`config.mk`:
```
export PLATFORM = sky130hd
export DESIGN_NAME = memory_region_access_checker_top
export DESIGN_NICKNAME = d
export VERILOG_FILES = /design/src/design/mrac_pkg.sv /design/src/design/mrac_ram.sv /design/src/design/mrac_ctrl.sv /design/src/design/mrac_dp.sv /design/src/design/memory_region_access_checker_top.sv
export SDC_FILE = /design/constraint.sdc
export NUM_CORES = 2
export LEC_CHECK = 0
export BUFFER_PORTS_ARGS = -buffer_cell sky130_fd_sc_hd__buf_4
export CORE_MARGIN = 4
export CORE_UTILIZATION = 50
export CTS_CLUSTER_DIAMETER = 30
export DETAILED_ROUTE_END_ITERATION = 10
export GPL_ROUTABILITY_DRIVEN = 0
export MAX_ROUTING_LAYER = met4
export PLACE_DENSITY_LB_ADDON = 0.05
export SETUP_SLACK_MARGIN = 0.15
export SLEW_MARGIN = 20
export SYNTH_ARGS = -nofsm -noshare
export SYNTH_HDL_FRONTEND = slang
export SYNTH_SLANG_ARGS = --single-unit
```
`constraint.sdc`:
```
create_clock -name clk -period 6.27 [get_ports clk]
set_input_delay 0.3135 -clock clk [delete_from_list [all_inputs] [get_ports clk]]
set_output_delay 0.3135 -clock clk [all_outputs]
set_load 0.005 [all_outputs]
```
`src/design/mrac_pkg.sv`:
```
// ----------------------------------------------------------------------------
// mrac_pkg
// Shared types and constants for the memory region access checker: field
// widths, operation and status codes, controller states and the command and
// status bundles between controller and datapath.
// ----------------------------------------------------------------------------
package mrac_pkg;

  localparam int OP_W   = 2;
  localparam int ADDR_W = 48;
  localparam int END_W  = 49;
  localparam int LEN_W  = 32;
  localparam int ST_W   = 2;
  localparam int IDX_W  = 4;

  // Operation codes
  localparam logic [OP_W-1:0] OP_REG    = 2'd0;
  localparam logic [OP_W-1:0] OP_RD     = 2'd1;
  localparam logic [OP_W-1:0] OP_WR     = 2'd2;
  localparam logic [OP_W-1:0] OP_UNUSED = 2'd3;

  // Result status codes
  localparam logic [ST_W-1:0] ST_OK     = 2'd0;
  localparam logic [ST_W-1:0] ST_MERGED = 2'd1;
  localparam logic [ST_W-1:0] ST_FULL   = 2'd2;
  localparam logic [ST_W-1:0] ST_DENIED = 2'd3;

  typedef enum logic [2:0] {
    S_IDLE,
    S_CACHE,
    S_SEARCH,
    S_APPLY,
    S_RESP
  } mrac_state_t;

  typedef struct packed {
    logic accept;        // capture the input beat
    logic cache_res;     // evaluate last-hit region, preload result
    logic search_start;  // clear the table walk
    logic search_step;   // issue one read, compare the previous one
    logic apply;         // commit table / cache / count update
    logic out_load;      // move result into the output register
  } mrac_cmd_t;

  typedef struct packed {
    logic skip_search;   // cache hit or unused op: result already known
    logic match;         // entry under compare holds start or end
    logic search_end;    // every valid entry has been issued
    logic out_free;      // output register can take a beat this cycle
  } mrac_sts_t;

endpackage

```
`src/design/mrac_ram.sv`:
```
// ----------------------------------------------------------------------------
// mrac_ram
// Generic single-write, single-read RAM with registered read data.
// ----------------------------------------------------------------------------
module mrac_ram #(
  parameter int WIDTH = 8,
  parameter int DEPTH = 16
) (
  input  logic                                     clk,
  input  logic                                     we,
  input  logic [((DEPTH > 1) ? $clog2(DEPTH) : 1)-1:0] waddr,
  input  logic [WIDTH-1:0]                         wdata,
  input  logic [((DEPTH > 1) ? $clog2(DEPTH) : 1)-1:0] raddr,
  output logic [WIDTH-1:0]                         rdata
);

  logic [WIDTH-1:0] mem [DEPTH];

  always_ff @(posedge clk) begin
    if (we) begin
      mem[waddr] <= wdata;
    end
    rdata <= mem[raddr];
  end

endmodule

```
`src/design/mrac_ctrl.sv`:
```
// ----------------------------------------------------------------------------
// mrac_ctrl
// Sequencer for one item: capture, cache test, table walk, commit, respond.
// ----------------------------------------------------------------------------
module mrac_ctrl
  import mrac_pkg::*;
(
  input  logic      clk,
  input  logic      rst_n,
  input  logic      in_valid,
  output logic      in_stall,
  input  mrac_sts_t sts,
  output mrac_cmd_t cmd
);

  mrac_state_t state_r;
  mrac_state_t state_nxt;

  always_ff @(posedge clk) begin
    if (!rst_n) begin
      state_r <= S_IDLE;
    end else begin
      state_r <= state_nxt;
    end
  end

  always_comb begin
    state_nxt = state_r;
    cmd       = '0;
    in_stall  = 1'b1;
    case (state_r)
      S_IDLE: begin
        in_stall = 1'b0;
        if (in_valid) begin
          cmd.accept = 1'b1;
          state_nxt  = S_CACHE;
        end
      end
      S_CACHE: begin
        cmd.cache_res = 1'b1;
        if (sts.skip_search) begin
          state_nxt = S_RESP;
        end else begin
          cmd.search_start = 1'b1;
          state_nxt        = S_SEARCH;
        end
      end
      S_SEARCH: begin
        cmd.search_step = 1'b1;
        if (sts.match || sts.search_end) begin
          state_nxt = S_APPLY;
        end
      end
      S_APPLY: begin
        cmd.apply = 1'b1;
        state_nxt = S_RESP;
      end
      S_RESP: begin
        if (sts.out_free) begin
          cmd.out_load = 1'b1;
          state_nxt    = S_IDLE;
        end
      end
      default: begin
        state_nxt = S_IDLE;
      end
    endcase
  end

endmodule

```
`src/design/mrac_dp.sv`:
```
// ----------------------------------------------------------------------------
// mrac_dp
// Datapath: item registers, last-hit regions, region table RAM with walk
// counter, commit logic and output register.
// ----------------------------------------------------------------------------
module mrac_dp
  import mrac_pkg::*;
#(
  parameter int MAX_REGIONS = 16
) (
  input  logic              clk,
  input  logic              rst_n,
  input  logic [OP_W-1:0]   in_op,
  input  logic [ADDR_W-1:0] in_address,
  input  logic [LEN_W-1:0]  in_length,
  input  logic              out_stall,
  output logic              out_valid,
  output logic [ST_W-1:0]   out_status,
  output logic [IDX_W-1:0]  out_match_index,
  output logic              out_cache_hit,
  input  mrac_cmd_t         cmd,
  output mrac_sts_t         sts
);

  localparam int IW = (MAX_REGIONS > 1) ? $clog2(MAX_REGIONS) : 1;
  localparam int CW = $clog2(MAX_REGIONS + 1);
  localparam int RW = END_W + ADDR_W;

  // item
  logic [OP_W-1:0]   op_r, op_nxt;
  logic [ADDR_W-1:0] lo_r, lo_nxt;
  logic [END_W-1:0]  hi_r, hi_nxt;

  // last-hit regions
  logic [ADDR_W-1:0] rc_start_r, rc_start_nxt;
  logic [END_W-1:0]  rc_end_r, rc_end_nxt;
  logic [ADDR_W-1:0] wc_start_r, wc_start_nxt;
  logic [END_W-1:0]  wc_end_r, wc_end_nxt;

  // table walk
  logic [CW-1:0]     count_r, count_nxt;
  logic [CW-1:0]     iss_r, iss_nxt;
  logic              pend_r, pend_nxt;
  logic [IW-1:0]     pend_idx_r, pend_idx_nxt;
  logic              found_r, found_nxt;
  logic [IW-1:0]     fidx_r, fidx_nxt;
  logic [ADDR_W-1:0] fstart_r, fstart_nxt;
  logic [END_W-1:0]  fend_r, fend_nxt;

  // pending result and output register
  logic [ST_W-1:0]   res_status_r, res_status_nxt;
  logic [IDX_W-1:0]  res_idx_r, res_idx_nxt;
  logic              res_hit_r, res_hit_nxt;
  logic              out_valid_r, out_valid_nxt;
  logic [ST_W-1:0]   out_status_r, out_status_nxt;
  logic [IDX_W-1:0]  out_idx_r, out_idx_nxt;
  logic              out_hit_r, out_hit_nxt;

  // RAM ports
  logic              ram_we;
  logic [IW-1:0]     ram_waddr;
  logic [RW-1:0]     ram_wdata;
  logic [IW-1:0]     ram_raddr;
  logic [RW-1:0]     ram_rdata;

  logic [ADDR_W-1:0] rd_start;
  logic [END_W-1:0]  rd_end;
  logic              span_hit;
  logic              is_chk;
  logic              is_wr;
  logic              chit;
  logic [ADDR_W-1:0] cs;
  logic [END_W-1:0]  ce;
  logic [ADDR_W-1:0] mg_start;
  logic [END_W-1:0]  mg_end;
  logic              straddle;
  logic [IW+IDX_W-1:0] fidx_ext;

  mrac_ram #(
    .WIDTH (RW),
    .DEPTH (MAX_REGIONS)
  ) u_table (
    .clk   (clk),
    .we    (ram_we),
    .waddr (ram_waddr),
    .wdata (ram_wdata),
    .raddr (ram_raddr),
    .rdata (ram_rdata)
  );

  assign rd_start = ram_rdata[ADDR_W-1:0];
  assign rd_end   = ram_rdata[RW-1:ADDR_W];
  assign span_hit = (({1'b0, lo_r} >= {1'b0, rd_start}) && ({1'b0, lo_r} <= rd_end)) ||
                    ((hi_r >= {1'b0, rd_start}) && (hi_r <= rd_end));

  assign is_wr  = (op_r == OP_WR);
  assign is_chk = (op_r == OP_RD) || (op_r == OP_WR);
  assign cs     = is_wr ? wc_start_r : rc_start_r;
  assign ce     = is_wr ? wc_end_r : rc_end_r;
  assign chit   = (lo_r >= cs) && (hi_r <= ce);

  assign mg_start = (lo_r < fstart_r) ? lo_r : fstart_r;
  assign mg_end   = (hi_r > fend_r) ? hi_r : fend_r;
  assign straddle = (lo_r < fstart_r) && (hi_r > fend_r);
  assign fidx_ext = {{IDX_W{1'b0}}, fidx_r};

  assign ram_raddr = iss_r[IW-1:0];

  assign sts.skip_search = (op_r == OP_UNUSED) || (is_chk && chit);
  assign sts.match       = pend_r && span_hit;
  assign sts.search_end  = (iss_r == count_r);
  assign sts.out_free    = !out_valid_r || !out_stall;

  always_comb begin
    op_nxt         = op_r;
    lo_nxt         = lo_r;
    hi_nxt         = hi_r;
    rc_start_nxt   = rc_start_r;
    rc_end_nxt     = rc_end_r;
    wc_start_nxt   = wc_start_r;
    wc_end_nxt     = wc_end_r;
    count_nxt      = count_r;
    iss_nxt        = iss_r;
    pend_nxt       = pend_r;
    pend_idx_nxt   = pend_idx_r;
    found_nxt      = found_r;
    fidx_nxt       = fidx_r;
    fstart_nxt     = fstart_r;
    fend_nxt       = fend_r;
    res_status_nxt = res_status_r;
    res_idx_nxt    = res_idx_r;
    res_hit_nxt    = res_hit_r;
    out_status_nxt = out_status_r;
    out_idx_nxt    = out_idx_r;
    out_hit_nxt    = out_hit_r;
    out_valid_nxt  = out_valid_r && out_stall;
    ram_we         = 1'b0;
    ram_waddr      = fidx_r;
    ram_wdata      = {mg_end, mg_start};

    if (cmd.accept) begin
      op_nxt = in_op;
      lo_nxt = in_address;
      hi_nxt = {1'b0, in_address} + END_W'(in_length);
    end

    if (cmd.cache_res) begin
      res_status_nxt = ST_OK;
      res_idx_nxt    = '0;
      res_hit_nxt    = is_chk && chit;
    end

    if (cmd.search_start) begin
      iss_nxt   = '0;
      pend_nxt  = 1'b0;
      found_nxt = 1'b0;
    end

    if (cmd.search_step) begin
      // issue the next entry while the previous one is compared
      if (iss_r != count_r) begin
        iss_nxt      = iss_r + CW'(1);
        pend_nxt     = 1'b1;
        pend_idx_nxt = iss_r[IW-1:0];
      end else begin
        pend_nxt = 1'b0;
      end
      if (pend_r && span_hit) begin
        found_nxt  = 1'b1;
        fidx_nxt   = pend_idx_r;
        fstart_nxt = rd_start;
        fend_nxt   = rd_end;
      end
    end

    if (cmd.apply) begin
      res_hit_nxt    = 1'b0;
      res_idx_nxt    = '0;
      res_status_nxt = ST_OK;
      if (op_r == OP_REG) begin
        if (found_r) begin
          ram_we         = 1'b1;
          res_status_nxt = ST_MERGED;
          res_idx_nxt    = fidx_ext[IDX_W-1:0];
        end else if (count_r < CW'(MAX_REGIONS)) begin
          ram_we    = 1'b1;
          ram_waddr = count_r[IW-1:0];
          ram_wdata = {hi_r, lo_r};
          count_nxt = count_r + CW'(1);
        end else begin
          res_status_nxt = ST_FULL;
        end
      end else if (!found_r || straddle) begin
        res_status_nxt = ST_DENIED;
      end else begin
        res_idx_nxt = fidx_ext[IDX_W-1:0];
        if (is_wr) begin
          wc_start_nxt = fstart_r;
          wc_end_nxt   = fend_r;
        end else begin
          rc_start_nxt = fstart_r;
          rc_end_nxt   = fend_r;
        end
      end
    end

    if (cmd.out_load) begin
      out_valid_nxt  = 1'b1;
      out_status_nxt = res_status_r;
      out_idx_nxt    = res_idx_r;
      out_hit_nxt    = res_hit_r;
    end
  end

  always_ff @(posedge clk) begin
    if (!rst_n) begin
      rc_start_r  <= '0;
      rc_end_r    <= '0;
      wc_start_r  <= '0;
      wc_end_r    <= '0;
      count_r     <= '0;
      iss_r       <= '0;
      pend_r      <= 1'b0;
      found_r     <= 1'b0;
      out_valid_r <= 1'b0;
    end else begin
      rc_start_r  <= rc_start_nxt;
      rc_end_r    <= rc_end_nxt;
      wc_start_r  <= wc_start_nxt;
      wc_end_r    <= wc_end_nxt;
      count_r     <= count_nxt;
      iss_r       <= iss_nxt;
      pend_r      <= pend_nxt;
      found_r     <= found_nxt;
      out_valid_r <= out_valid_nxt;
    end
  end

  always_ff @(posedge clk) begin
    op_r         <= op_nxt;
    lo_r         <= lo_nxt;
    hi_r         <= hi_nxt;
    pend_idx_r   <= pend_idx_nxt;
    fidx_r       <= fidx_nxt;
    fstart_r     <= fstart_nxt;
    fend_r       <= fend_nxt;
    res_status_r <= res_status_nxt;
    res_idx_r    <= res_idx_nxt;
    res_hit_r    <= res_hit_nxt;
    out_status_r <= out_status_nxt;
    out_idx_r    <= out_idx_nxt;
    out_hit_r    <= out_hit_nxt;
  end

  assign out_valid       = out_valid_r;
  assign out_status      = out_status_r;
  assign out_match_index = out_idx_r;
  assign out_cache_hit   = out_hit_r;

`ifndef SYNTHESIS
  a_count_bound: assert property (@(posedge clk) disable iff (!rst_n)
    count_r <= CW'(MAX_REGIONS))
    else $error("region count above table depth");

  a_walk_bound: assert property (@(posedge clk) disable iff (!rst_n)
    iss_r <= count_r)
    else $error("table walk ran past valid entries");

  a_hit_result: assert property (@(posedge clk) disable iff (!rst_n)
    (out_valid_r && out_hit_r) |-> (out_status_r == ST_OK && out_idx_r == '0))
    else $error("cache hit beat carries status or index");
`endif

endmodule

```
`src/design/memory_region_access_checker_top.sv`:
```
// ----------------------------------------------------------------------------
// memory_region_access_checker_top
// Region table with per-direction last-hit regions: registers address
// regions (merge or append) and checks read / write accesses against them.
// ----------------------------------------------------------------------------
//
//  channel  direction  ports                                         beat
//  -------  ---------  --------------------------------------------  -----------
//  in_      input      in_valid in_stall in_op in_address in_length  one item
//  out_     output     out_valid out_stall out_status                one result
//                      out_match_index out_cache_hit
//
//  One item at a time. A check that hits its last-hit region, or an unused
//  op, goes from the cache test straight to the respond step; otherwise
//  the walk of the region table RAM (one read port, one entry per cycle)
//  sets the cost: it reads up to region_count entries, at most MAX_REGIONS.
//  Reset clears the region count and both last-hit regions; no sweep of the
//  table is needed, since only entries below the count are read.
//  A finished result waits in the output register under out_stall while the
//  next item is accepted; the sequencer holds in its respond step only if
//  the output register is still occupied.
//
module memory_region_access_checker_top
  import mrac_pkg::*;
#(
  parameter int MAX_REGIONS = 16
) (
  input  logic              clk,
  input  logic              rst_n,
  // input channel
  input  logic              in_valid,
  output logic              in_stall,
  input  logic [OP_W-1:0]   in_op,
  input  logic [ADDR_W-1:0] in_address,
  input  logic [LEN_W-1:0]  in_length,
  // result channel
  output logic              out_valid,
  input  logic              out_stall,
  output logic [ST_W-1:0]   out_status,
  output logic [IDX_W-1:0]  out_match_index,
  output logic              out_cache_hit
);

  // command and status bundles between sequencer and datapath
  mrac_cmd_t cmd;
  mrac_sts_t sts;

  // Sequencer: advance one item through cache test, walk, commit, respond.
  mrac_ctrl u_ctrl (
    .clk      (clk),
    .rst_n    (rst_n),
    .in_valid (in_valid),
    .in_stall (in_stall),
    .sts      (sts),
    .cmd      (cmd)
  );

  // Datapath: hold item, table RAM, last-hit regions and output register.
  mrac_dp #(
    .MAX_REGIONS (MAX_REGIONS)
  ) u_dp (
    .clk             (clk),
    .rst_n           (rst_n),
    .in_op           (in_op),
    .in_address      (in_address),
    .in_length       (in_length),
    .out_stall       (out_stall),
    .out_valid       (out_valid),
    .out_status      (out_status),
    .out_match_index (out_match_index),
    .out_cache_hit   (out_cache_hit),
    .cmd             (cmd),
    .sts             (sts)
  );

endmodule
```
* Word level (Yosys, flattened, before mapping)
Memory sizes are Yosys's and may differ from the RTL's. A register that Yosys moved wholly into a read port is not among the register bits.
Index checks and enable logic that the tools add are counted.
** Storage, ports and cells
- Register bits :: 428
- Latch bits :: 0
- Bits in writable memories :: 1552
- Bits in read-only memories :: 0
- Bits of input ports :: 86
- Output and inout bits :: 9
- Logic and storage cells :: 131
- Memories kept :: 1
** Cells by class
- Add/sub/neg operators :: 3
- Multiply operators :: 0
- Div/mod/pow operators :: 0
- Magnitude comparators :: 9
- Equality and inequality tests :: 12
- Shift operators :: 0
- Muxes and demuxes :: 53
- Bitwise gates (word level) :: 4
- Reductions and logical operators :: 26
** Memory list
- u_dp.u_table.mem :: words 16, width 97, read ports 1, clocked after Yosys merged registers in 1, write ports 1, RTL line mrac_ram.sv:17 : logic [WIDTH-1:0] mem [DEPTH];
** Operators by type and width (count)
- two-way mux 97 bit :: 4
- less-or-equal comparator 49 bit :: 2
- two-way mux 49 bit :: 2
- greater-or-equal comparator 48 bit :: 2
- two-way mux 48 bit :: 2
- adder 48 x 32 -> 49 bit :: 1
- greater-or-equal comparator 49 x 48 -> 1 bit :: 1
- greater-than comparator 49 bit :: 1
- less-or-equal comparator 48 x 49 -> 1 bit :: 1
- < comparator 48 bit :: 1
- two-way mux 4 bit :: 9
- two-way mux 1 bit :: 21
- two-way mux 5 bit :: 3
- case mux 3 bit (5 select lines) :: 1
- two-way mux 2 bit :: 7
- two-way mux 3 bit :: 4
- AND reduction 4 bit :: 3
- adder 5 x 1 -> 5 bit (second input constant) :: 2
- logical AND 1 bit :: 7
- == test 3 x 2 -> 1 bit (second input constant) :: 2
- logical OR 1 bit :: 6
- == test 5 bit :: 1
- < comparator 5 bit (second input constant) :: 1
- inequality test 5 bit :: 1
- other kinds (13) :: 22

* Depth between registers and ports, before layout
- Word-level depth :: 11
- Gate-level depth with buffers :: 15
- Depth with buffers taken out :: 12

* By module
A second synthesis with hierarchy kept.
** Second synthesis, totals
- Cell total of the unflattened synthesis :: 5264
- Area, all modules :: 87707.9 µm²
** By module, submodules not included
- mrac_ram :: times used 1, cells an instance 2484, area an instance 59871.2 µm², seq. area each 48546.6 µm²
- mrac_dp :: times used 1, cells an instance 2754, area an instance 27637.8 µm², seq. area each 10680.2 µm²
- mrac_ctrl :: times used 1, cells an instance 26, area an instance 198.9 µm², seq. area each 60.1 µm²

* Worst setup path before layout
Ideal clock, no wire load.
- Path kind :: register to register
- Start :: reg u_dp.lo_r[22]
- End :: reg u_dp.fend_r[0] (enable)
- Library setup time :: 561 ps
- Arrival :: 6337 ps
- Data required time :: 5709 ps
- Path slack :: -629 ps
- Cell stages (with the launch flop) :: 9
- Buffers on the path :: 0
- Period minus slack after synthesis :: 6899 ps
- Path through :: edfxtp_1 > ha_1 > nand4_1 > or3_1 > or3_1 > nor2_1 > a32oi_1 > o32a_1 > nor2_1
** On the way
- Longest elaborated chain between the ends :: 5
- Elaborated cells on any way between the ends :: 6
- Classes of those cells :: order compare: 2; reduce/logical: 4
** Ends and longest elaborated chain
- start: declaration :: RTL line mrac_dp.sv:31 : logic [ADDR_W-1:0] lo_r, lo_nxt;
- start signal: assignment :: RTL line mrac_dp.sv:241 : lo_r <= lo_nxt;
- less-or-equal comparator 48 x 49 -> 1 bit / greater-or-equal comparator 48 bit (equally long branches) :: RTL line mrac_dp.sv:93 : assign span_hit = (({1'b0, lo_r} >= {1'b0, rd_start}) && ({1'b0, lo_r} <= rd_end)) ||
- logical AND 1 bit (*) :: RTL line mrac_dp.sv:93
- logical OR 1 bit (*) :: RTL line mrac_dp.sv:93
- logical AND 1 bit (*) :: RTL line mrac_dp.sv:168 : if (pend_r && span_hit) begin
- AND reduction 2 bit (no line) (*)
- end signal: assignment :: RTL line mrac_dp.sv:246 : fend_r <= fend_nxt;
- end: declaration :: RTL line mrac_dp.sv:48 : logic [END_W-1:0] fend_r, fend_nxt;
Every way passes the cells marked *; elsewhere a longest branch is shown, timed or not.
A chain may end at the register's enable or synchronous reset.

* Worst setup path in the final report
- Start :: reg u_dp.op_r[0]
- End :: reg u_ctrl.state_r[1]
** On the way
- Longest elaborated chain between the ends :: 8
- Elaborated cells on any way between the ends :: 13
- Classes of those cells :: order compare: 2; eq/ne: 3; mux: 4; reduce/logical: 4
** Ends and longest elaborated chain
- start: declaration :: RTL line mrac_dp.sv:30 : logic [OP_W-1:0] op_r, op_nxt;
- start signal: assignment :: RTL line mrac_dp.sv:240 : op_r <= op_nxt;
- == test 2 bit :: RTL line mrac_dp.sv:96, mrac_dp.sv:97
- two-way mux 49 bit / two-way mux 48 bit (equally long branches) :: RTL line mrac_dp.sv:99, mrac_dp.sv:98
- less-or-equal comparator 49 bit / greater-or-equal comparator 48 bit (equally long branches) :: RTL line mrac_dp.sv:100 : assign chit = (lo_r >= cs) && (hi_r <= ce);
- logical AND 1 bit :: RTL line mrac_dp.sv:100
- logical AND 1 bit :: RTL line mrac_dp.sv:109 : assign sts.skip_search = (op_r == OP_UNUSED) || (is_chk && chit);
- logical OR 1 bit (*) :: RTL line mrac_dp.sv:109
- two-way mux 3 bit (*) :: RTL line mrac_ctrl.sv:41 : if (sts.skip_search) begin
- case mux 3 bit (5 select lines) (*) :: RTL line mrac_ctrl.sv:31 : case (state_r)
- end signal: assignment :: RTL line mrac_ctrl.sv:23 : state_r <= state_nxt;
- end: declaration :: RTL line mrac_ctrl.sv:16 : mrac_state_t state_r;
Marked as above.

==> run_results.csv <==
group,metric,value,unit
outcome,status,"complete, no violations",
setup_path,critical_path.max_fanout,31,
layout,fin_nets,6054,
sta,finalSetupViolCount,0,
setup_path,cpPeakStageDelay,0.80,ns
cts,clockRootBuffer,"clkbuf_16",
grt,antenna_found_initial,12,
setup_path,worstSetupPathType,"flop to flop",
synthesis,syn_nets,5551,
die,io-pin-count,95,
detailed_routing,post_drt_via_cell_ratio,5.96,
detailed_routing,totalWireLength,242000,um
cts,cts_resized,0,
pwr,design_power_total,40.2,mW
cts,numCtsBuffers,431,
grt,grt_usage,0.276,
setup_path,startpoint_type,"flop",
pwr,ir_drop,0.357,mV
synthesis,yosysTopAreaCellShare,0.604,
sta,clock_skew,0.0583,ns
min_path,hp-class,"input port to flop",
sta,slew_viol_final,0,
cts,clock_sinks,2077,
setup_path,arrival,5.96,ns
layout,area.sequential,59300,um2
sta,tightest_slew,1.15,ns
detailed_routing,first_pass_iters,5,
die,dieHeight,427,um
synthesis,synth-seq-area-share,0.674,
layout,multi_input_comb_area,27000,um2
die,die_w,427,um
synthesis,synth_edf_count,1769,
detailed_routing,vias,49000,
grt,grt_pass1_wl,351000,um
layout,final_cell_mix,"edfxtp_1, mux4_2, clkbuf_16, ha_1, nand2_1",
synthesis,syn-cell-area,87900,um2
cts,htree_num_levels,5,
synthesis,syn_inst,5041,
layout,drive_above_1_share,0.252,
die,core-area,174000,um2
sta,hold_viol_final,0,
grt,grt_start_max_net_pins,134,
synthesis,synth_top_family_by_area,"multiplexers",
detailed_routing,wl_per_cell,29.5,um
layout,fin_area,108000,um2
cts,clock_path_buffers,4,
synthesis,synth-simple-area-share,0.0373,
sta,relSlewSlack,0.226,
setup_path,cp.required,7.09,ns
cts,cts_tree,"done",
synthesis,avgSynthCellArea,17.4,um2
synthesis,synth_fa_ha_area_frac,0.0604,
synthesis,synthArstFlopShare,0,
layout,mostFrequentLayoutCell,"edfxtp_1",
cts,clkTransAtPathRegs,0.05,ns
detailed_routing,drc,0,
synthesis,yosys.area.top_type,"edfxtp_1",
layout,fillers,12500,
grt,grt_pass1_vias,50200,
setup_path,cp-end-kind,"flop",
placement,postPlaceCellArea,91900,um2
detailed_routing,drt_iter0_drc,4762,
setup_path,slowest_stage,"nor4_1",
layout,areaGrowthSynthToFinish,22.4,%
synthesis,synth_warnings,0,
cts,worstSkewPairLatency,0.96,ns
synthesis,synth_xor_area_frac,0.00488,
synthesis,synth_compound_area_frac,0.0329,
sta,fin_crit,5.13,ns
synthesis,synth_cell_types,65,
die,dieArea,183000,um2
sta,grt_setup_unrepaired,"no",
die,initial_utilization,0.504,
synthesis,netlist_top_cells_area,"edfxtp_1, mux4_2, dfxtp_1",
sta,fmax,195,MHz
synthesis,ys.flop_type,"edfxtp_1",
pwr,p_leak,38.7,nW
synthesis,muxShareOfSynthArea,0.170,
placement,hpwl,146000,um
setup_path,crit_path_frequent_cell,"nor4_1",
setup_path,cp_cell_sequence,"inv_1, ha_4, buf_12, buf_4, mux2i_1, ha_1, nand3_1, nor4_1, nand2_1, or3_1, nor4_1, or2_2, o22ai_1, o21a_1",
pwr,pwr_density_cell,373,nW/um2
sta,fin_crit_sh,0.819,
synthesis,synth-seq-cells,2077,
detailed_routing,antenna_left,0,
placement,io_buffers,94,
die,rows,153,
grt,overflow,0,
run,drv_cap,0,
==> through the flow <==
stage | hold slack [ns] | std cells | setup WS [ns] | TNS, ns | util
2_1_floorplan | 0.400 | 5041 | -0.0735 | -60.83 | -
4_1_cts | 0.000508 | 8223 | 1.13 | 0 | 0.617
3_5_place_dp | 0.406 | 7355 | 1.16 | 0 | 0.527
6_report | 0.0841 | 8224 | 1.14 | 0 | 0.617
3_3_place_gp | 0.401 | 7353 | 1.19 | 0 | 0.527
5_1_grt | 0.0639 | 8224 | 0.978 | 0 | 0.617
==> area by class of cell <==
class | count | area share
inverter | 233 | 0.00813
clock inverter | 267 | 0.0309
sequential | 2077 | 0.551
multi-input combinational | 2532 | 0.251
antenna | 1 | 0.0000233
clock buffer | 520 | 0.107
timing repair buffer | 269 | 0.0244
tap | 2325 | 0.0270
==> synth_stat cells, drive strengths merged, types with 6 or more instances <==
library cell,count
edfxtp,1769
mux4,485
ha,423
nand2,411
dfxtp,308
mux2i,290
inv,233
a21oi,152
clkbuf,127
mux2,97
nor2,90
o21ai,87
buf,72
nand4,67
a21o,65
nand3,41
xnor2,32
nor3,31
a211oi,25
xor2,17
a31oi,15
and4,15
nor4,15
o21a,15
nand2b,14
o211ai,14
a221oi,12
o2111ai,12
a21boi,11
nor2b,11
and3,10
or3,10
a2111oi,8
o21bai,7
and2,6
o31ai,6
==> cells by family (layout without fill, tap and decap cells) <==
group                      Yosys count  count (layout)
buffers and inverters              432            1289
other                                0               1
and+or+nand+nor                    731             731
DFF                               2077            2077
muxes                              872             872
xor gates and xnor gates            49              49
AOI/OAI and AO/OA                  456             456
adders and majority gates          424             424
==> power by group <==
part	switching, mW	internal (mW)	total, mW
Combinational	1.07	0.547	1.61
Sequential	0.190	15.3	15.5
Clock	7.16	15.9	23.0
Total	8.41	31.7	40.2
==> worst max-delay path: cells and delay by family, from the launching register on <==
kind            cells  cell delay [ns]
flops               1             0.40
simple gates        6             2.37
fa+ha+maj           2             0.65
mux                 1             0.32
buf+inv             3             0.76
compound gates      2             0.51
==> sequential cells by signal, indices dropped and copies added, names as in the netlist, 49 cells and up <==
register and cells:
u_dp.hi_r 49, u_dp.u_table.rdata 97, u_dp.u_table.mem 1552, u_dp.rc_end_r 49, u_dp.fend_r 49, u_dp.wc_end_r 49
==> per-layer routing <==
| layer | wire, um | GRT usage | up-vias | part of all wire |
|---|---|---|---|---|
| met1 | 106000 | 0.384 | 25600 | 0.44 |
| met4 | 8220 | 0.0962 | 0 | 0.034 |
| li1 | - | - | 21200 | - |
| met3 | 15600 | 0.0485 | 417 | 0.064 |
| met5 | 0 | - | - | 0 |
| met2 | 113000 | 0.414 | 1803 | 0.47 |
==> timing repair <==
item	CTS	global route
hold buffers	81	0
buffers inserted	0	0
hold endpoints to repair	192	0
==> path summary, 6_finish.rpt <==
check,from,end,slack (ns),cells past startpoint
worst max-delay path,u_dp.op_r[0]$_DFFE_PP_,u_ctrl.state_r[1]$_SDFFE_PN0P_,1.14,14
worst min register to register,u_dp.res_idx_r[2]$_SDFFCE_PN0P_,u_dp.out_match_index[2]$_DFFE_PP_,0.39,0
worst max register to register,u_dp.op_r[0]$_DFFE_PP_,u_ctrl.state_r[1]$_SDFFE_PN0P_,1.14,14
worst min-delay path,in_length[28],u_dp.hi_r[28]$_DFFE_PP_,0.08,3
Power figures use the tool's default switching activity.
